`src/rtl/core/lowest_common_ancestor_lifting_core_defines.svh`:
```
// Assertion macros shared by the core RTL.
`ifndef LOWEST_COMMON_ANCESTOR_LIFTING_CORE_DEFINES_SVH
`define LOWEST_COMMON_ANCESTOR_LIFTING_CORE_DEFINES_SVH

`ifndef SYNTHESIS
`define LCAL_ASSERT_IMPLY(lbl, clk, rst, ante, cons) \
  lbl: assert property (@(posedge clk) disable iff (rst) (ante) |-> (cons)) \
    else $error("lcal assertion failed");
`define LCAL_ASSERT_NEXT(lbl, clk, rst, ante, cons) \
  lbl: assert property (@(posedge clk) disable iff (rst) (ante) |=> (cons)) \
    else $error("lcal assertion failed");
`else
`define LCAL_ASSERT_IMPLY(lbl, clk, rst, ante, cons)
`define LCAL_ASSERT_NEXT(lbl, clk, rst, ante, cons)
`endif

`endif

```
`src/rtl/core/lcal_pkg.sv`:
```
package lcal_pkg;

  localparam int NODE_W      = 10;
  localparam int NODE_SPAN   = 1 << NODE_W;
  localparam int COUNT_W     = 11;
  localparam int KIND_W      = 2;
  localparam int CFG_IDX_W   = 1;
  localparam int CFG_DATA_W  = 11;
  localparam int QUEUE_DEPTH = 2;
  localparam int QUEUE_PTR_W = 1;
  localparam int QUEUE_CNT_W = 2;

  localparam logic [KIND_W-1:0] KIND_LOAD  = 2'd0;
  localparam logic [KIND_W-1:0] KIND_BUILD = 2'd1;
  localparam logic [KIND_W-1:0] KIND_QUERY = 2'd2;

  localparam logic [CFG_IDX_W-1:0] REG_NODE_COUNT = 1'd0;
  localparam logic [CFG_IDX_W-1:0] REG_ROOT_NODE  = 1'd1;

  localparam logic [COUNT_W-1:0] COUNT_RESET = 11'd1024;
  localparam logic [NODE_W-1:0]  ROOT_RESET  = 10'd1;

  typedef enum logic [1:0] {
    OP_LOAD  = 2'd0,
    OP_BUILD = 2'd1,
    OP_QUERY = 2'd2
  } op_t;

  typedef struct packed {
    op_t               op;
    logic [NODE_W-1:0] node_a;
    logic [NODE_W-1:0] node_b;
    logic [NODE_W-1:0] node_depth;
  } item_t;

  typedef struct packed {
    logic [COUNT_W-1:0] node_count;
    logic [NODE_W-1:0]  root_node;
  } cfg_t;

endpackage

```
`src/rtl/core/lcal_front.sv`:
```
`include "lowest_common_ancestor_lifting_core_defines.svh"

module lcal_front (
  input  logic                          clk,
  input  logic                          rst,
  input  logic                          item_valid,
  output logic                          item_ready,
  input  logic [lcal_pkg::KIND_W-1:0]   kind,
  input  logic [lcal_pkg::NODE_W-1:0]   node_a,
  input  logic [lcal_pkg::NODE_W-1:0]   node_b,
  input  logic [lcal_pkg::NODE_W-1:0]   node_depth,
  output logic                          q_valid,
  input  logic                          q_pop,
  output lcal_pkg::item_t               q_item
);

  lcal_pkg::item_t                       slots [lcal_pkg::QUEUE_DEPTH];
  logic [lcal_pkg::QUEUE_PTR_W-1:0]      wr_ptr;
  logic [lcal_pkg::QUEUE_PTR_W-1:0]      rd_ptr;
  logic [lcal_pkg::QUEUE_CNT_W-1:0]      count;
  logic [lcal_pkg::QUEUE_CNT_W-1:0]      count_next;
  lcal_pkg::op_t                         op;
  logic                                  keep;
  logic                                  push;

  // unused kind code is dropped here and never reaches the back end
  always_comb begin
    keep = 1'b1;
    op   = lcal_pkg::OP_LOAD;
    unique case (kind)
      lcal_pkg::KIND_LOAD:  op = lcal_pkg::OP_LOAD;
      lcal_pkg::KIND_BUILD: op = lcal_pkg::OP_BUILD;
      lcal_pkg::KIND_QUERY: op = lcal_pkg::OP_QUERY;
      default:              keep = 1'b0;
    endcase
  end

  assign item_ready = (count != lcal_pkg::QUEUE_CNT_W'(lcal_pkg::QUEUE_DEPTH));
  assign push       = item_valid && item_ready && keep;
  assign q_valid    = (count != '0);
  assign q_item     = slots[rd_ptr];

  always_comb begin
    count_next = count;
    if (push && !q_pop) begin
      count_next = count + 1'b1;
    end else if (q_pop && !push) begin
      count_next = count - 1'b1;
    end
  end

  always_ff @(posedge clk) begin
    if (rst) begin
      wr_ptr <= '0;
      rd_ptr <= '0;
      count  <= '0;
    end else begin
      if (push) begin
        wr_ptr <= wr_ptr + 1'b1;
      end
      if (q_pop) begin
        rd_ptr <= rd_ptr + 1'b1;
      end
      count <= count_next;
    end
    if (push) begin
      slots[wr_ptr] <= '{op: op, node_a: node_a, node_b: node_b, node_depth: node_depth};
    end
  end

  `LCAL_ASSERT_NEXT(a_queue_drain, clk, rst, q_pop && !push, count == $past(count) - 1'b1)

endmodule

```
`config.mk`:
```
export PLATFORM = sky130hd
export DESIGN_NAME = lcal_front
export DESIGN_NICKNAME = d
export VERILOG_FILES = /design/src/rtl/core/lcal_pkg.sv /design/src/rtl/core/lcal_front.sv
export VERILOG_INCLUDE_DIRS = /design/src /design/src/rtl/core
export SDC_FILE = /design/constraint.sdc
export NUM_CORES = 1
export LEC_CHECK = 0
export ABC_AREA = 1
export BUFFER_PORTS_ARGS = -buffer_cell sky130_fd_sc_hd__buf_2
export CAP_MARGIN = 15
export CORE_MARGIN = 10
export CORE_UTILIZATION = 58
export CTS_BUF_LIST = sky130_fd_sc_hd__clkbuf_4 sky130_fd_sc_hd__clkbuf_8
export DETAILED_ROUTE_END_ITERATION = 10
export PLACE_DENSITY = 0.85
export SLEW_MARGIN = 20
export SYNTH_ARGS = -nofsm -noshare
export SYNTH_HDL_FRONTEND = slang
export SYNTH_SLANG_ARGS = --single-unit
```
`constraint.sdc`:
```
create_clock -name clk -period 4.6 [get_ports clk]
set_input_delay 0.46 -clock clk [delete_from_list [all_inputs] [get_ports clk]]
set_output_delay 0.46 -clock clk [all_outputs]
set_load 0.05 [all_outputs]
```
==> metrics.cfg <==
[status]
status=finished clean

[placed_design]
placed_area_mm2=0.00307
gp_congestion=0.658
dpl.hpwl_um=3320
dp_worst_setup_slack_ns=2.48
portBuffers=69
dpl.cell_count=257

[critical_path]
crit_type=reg -> out
arrival_ns=2.01
rr_startpoint=count[0]
crit_end=q_item[17]
end_kind=output port
path_buf_inv=1
path_cells=mux2_2 > buf_2
worstPathRequired_ns=4.14
r2r_setup_slack_ns=2.65
reg2reg_depth=4
max_stage_delay_ns=1.04
rr_endpoint=slots[0][12]
crit_family=flip-flops
slowest_stage=dfxtp_2
cp-start-kind=flip-flop
path_depth=2
critPathMaxFanout=32

[cts]
post_cts_buffers=0
clkTransAtPathRegs_ns=0.07
cts_max_level=3
cts_buffers=9
cts_tree=yes
clockRootBuffer=clkbuf_8
clk_latency_ns=0.33
cts_resized=0
clock_path_buffers=2
hold_buffers=0
cts_sinks=69

[sta]
clock.fmax_ghz=0.405
tns_ns=0
layout_min_cycle_time_ns=2.47
finalSetupViolCount=0
hold_violations=0
setup_slack_ns=2.13
tightestPinTransition_ns=1.07
relSlewSlack_pct=28.8
finalCritPeriodShare_pct=53.7
clock-skew-final_ns=0.00548
rsz0062_at_grt=false
slew_violations=0

[run]
maxCapViolations=0

[global_route]
grt_usage_pct=12.6
grt_pass1_wl_um=7250
grt-ovfl-total=0
antenna_found_initial=0
grt_pass1_vias=1434
grt_max_degree=34

[floorplan]
core.rowCount=24
floorplan.initialDensity_pct=61.2
fp.coreArea_mm2=0.00444
io_pins=70
die_w_um=88.5
dieArea_mm2=0.00783
die_height_um=88.5

[yosys]
netlist_area_mm2=0.00272
syn-num-nets=177
synthTopCellsByArea=edfxtp_1 (71%), mux2_4 (17%), dfxtp_1 (3.7%)
synth_cell_types=15
netlist.area_leader.share_pct=70.7
ys_ff_latch=69
synth_cells=140
synth.avg_cell_area_um2=19.4
synth_seq_area_share_pct=74.4
yosysWarnings=0
synth_top_cell_by_area=edfxtp_1

[final_layout]
drive_gt1_share_pct=53.8
syn_to_final_growth_pct=20.1
fill_cells=281
num_antenna_cells=0
nNetsFinal=253
layout.cells.non_filler=273
design_area_mm2=0.00327

[routing]
post-route-drc-count=0
vias=1394
vias_per_cell=5.11
post_drt_wl_per_cell_um=17.6
routed_wl_um=4800
ant_nets=0
detail_route.first_pass.iterations=4
first_iter_violations=37

[hold_path]
hold_path.class=in -> reg

[pwr]
leakage_nw=1.35
power.density_mw_per_mm2=463
ir_drop_uv=279
total_power_mw=1.51

[worst min-delay path by stage]
stage | start | depth (start not counted) | end
final | rst | 2 | flip-flop
after global placement | rd_ptr | 2 | rd_ptr
after CTS | rst | 2 | flip-flop
after detailed placement | rd_ptr | 2 | flip-flop
after floorplan | rd_ptr | 2 | flip-flop
after global routing | node_depth[1] | 1 | slots[1][1]
[logic make-up (layout without fill, tap and decap cells)]
kind of cell             count (synthesis)  in the layout  synth area share (%)
flip-flops                              69             69                  74.4
multiplexers                            32             32                  17.4
AND/OR/NAND/NOR                         20             20                  2.95
buffers and inverters                   15             96                  4.14
AO/OA/AOI/OAI                            2              2                 0.368
adder cells (fa/ha/maj)                  1              1                 0.460
XOR/XNOR                                 1              1                 0.322
[worst register-to-register path, delay by kind of cell, from the launching register on]
| kind | cells | cell delay [ns] |
|---|---|---|
| and+or+nand+nor | 3 | 1.16 |
| DFF | 1 | 0.33 |
| buffers and inverters | 1 | 0.09 |
[through the flow]
stage / hold WS, ns / utilization [%]
after floorplan: 0.480 / -
after global placement: 0.499 / 69.2
after detailed placement: 0.519 / 69.2
after CTS: 0.291 / 73.5
after global routing: 0.284 / 73.5
final: 0.312 / 73.5
[registers in the layout, indices dropped and copies added, names as in the netlist, named ones only]
name    flops
slots      64
count       2
rd_ptr      1
wr_ptr      1
[synth_stat cells (all sizes together)]
master  instances
nand2           9
xnor2           1
nand4           1
mux2           32
a21oi           1
nor2            8
o21ai           1
buf             4
inv            11
dfxtp           5
ha              1
nand3           2
edfxtp         64
[final cells by class]
type	count	area, µm²	share of cell area (%)
Clock buffer	15	188	5.75
Clock inverter	1	3.75	0.115
Inverter	11	41.3	1.26
Multi-Input combinational cell	56	599	18.4
Sequential cell	69	2020	62.0
Tap cell	52	65.1	1.99
Timing Repair Buffer	69	345	10.6
[report_power, final]
group	switching, mW	internal, mW	leakage, nW	total [mW]
Sequential	0.0269	0.735	0.634	0.762
Clock	0.200	0.257	0.102	0.457
Combinational	0.197	0.0956	0.614	0.293
[layer usage]
metal  part of all wire (%)  routed length, µm  vias to the layer above  global-route usage, %
li1                       -                  -                      668                      -
met1                     41               1980                      681                   14.4
met2                     51               2470                       43                   19.8
met5                      0                  0                        -                      0
met4                   0.37                 18                        0                   6.17
met3                    7.1                339                        2                   5.79
[placed cells by master, fill, tap and decap left out, drive strengths merged]
cell type,Yosys,final
a21oi,1,1
buf,4,69
clkbuf,0,15
clkinv,0,1
dfxtp,5,5
edfxtp,64,64
ha,1,1
inv,11,11
mux2,32,32
nand2,9,9
nand3,2,2
nand4,1,1
nor2,8,8
o21ai,1,1
xnor2,1,1
(Power assumes the default switching activity.)
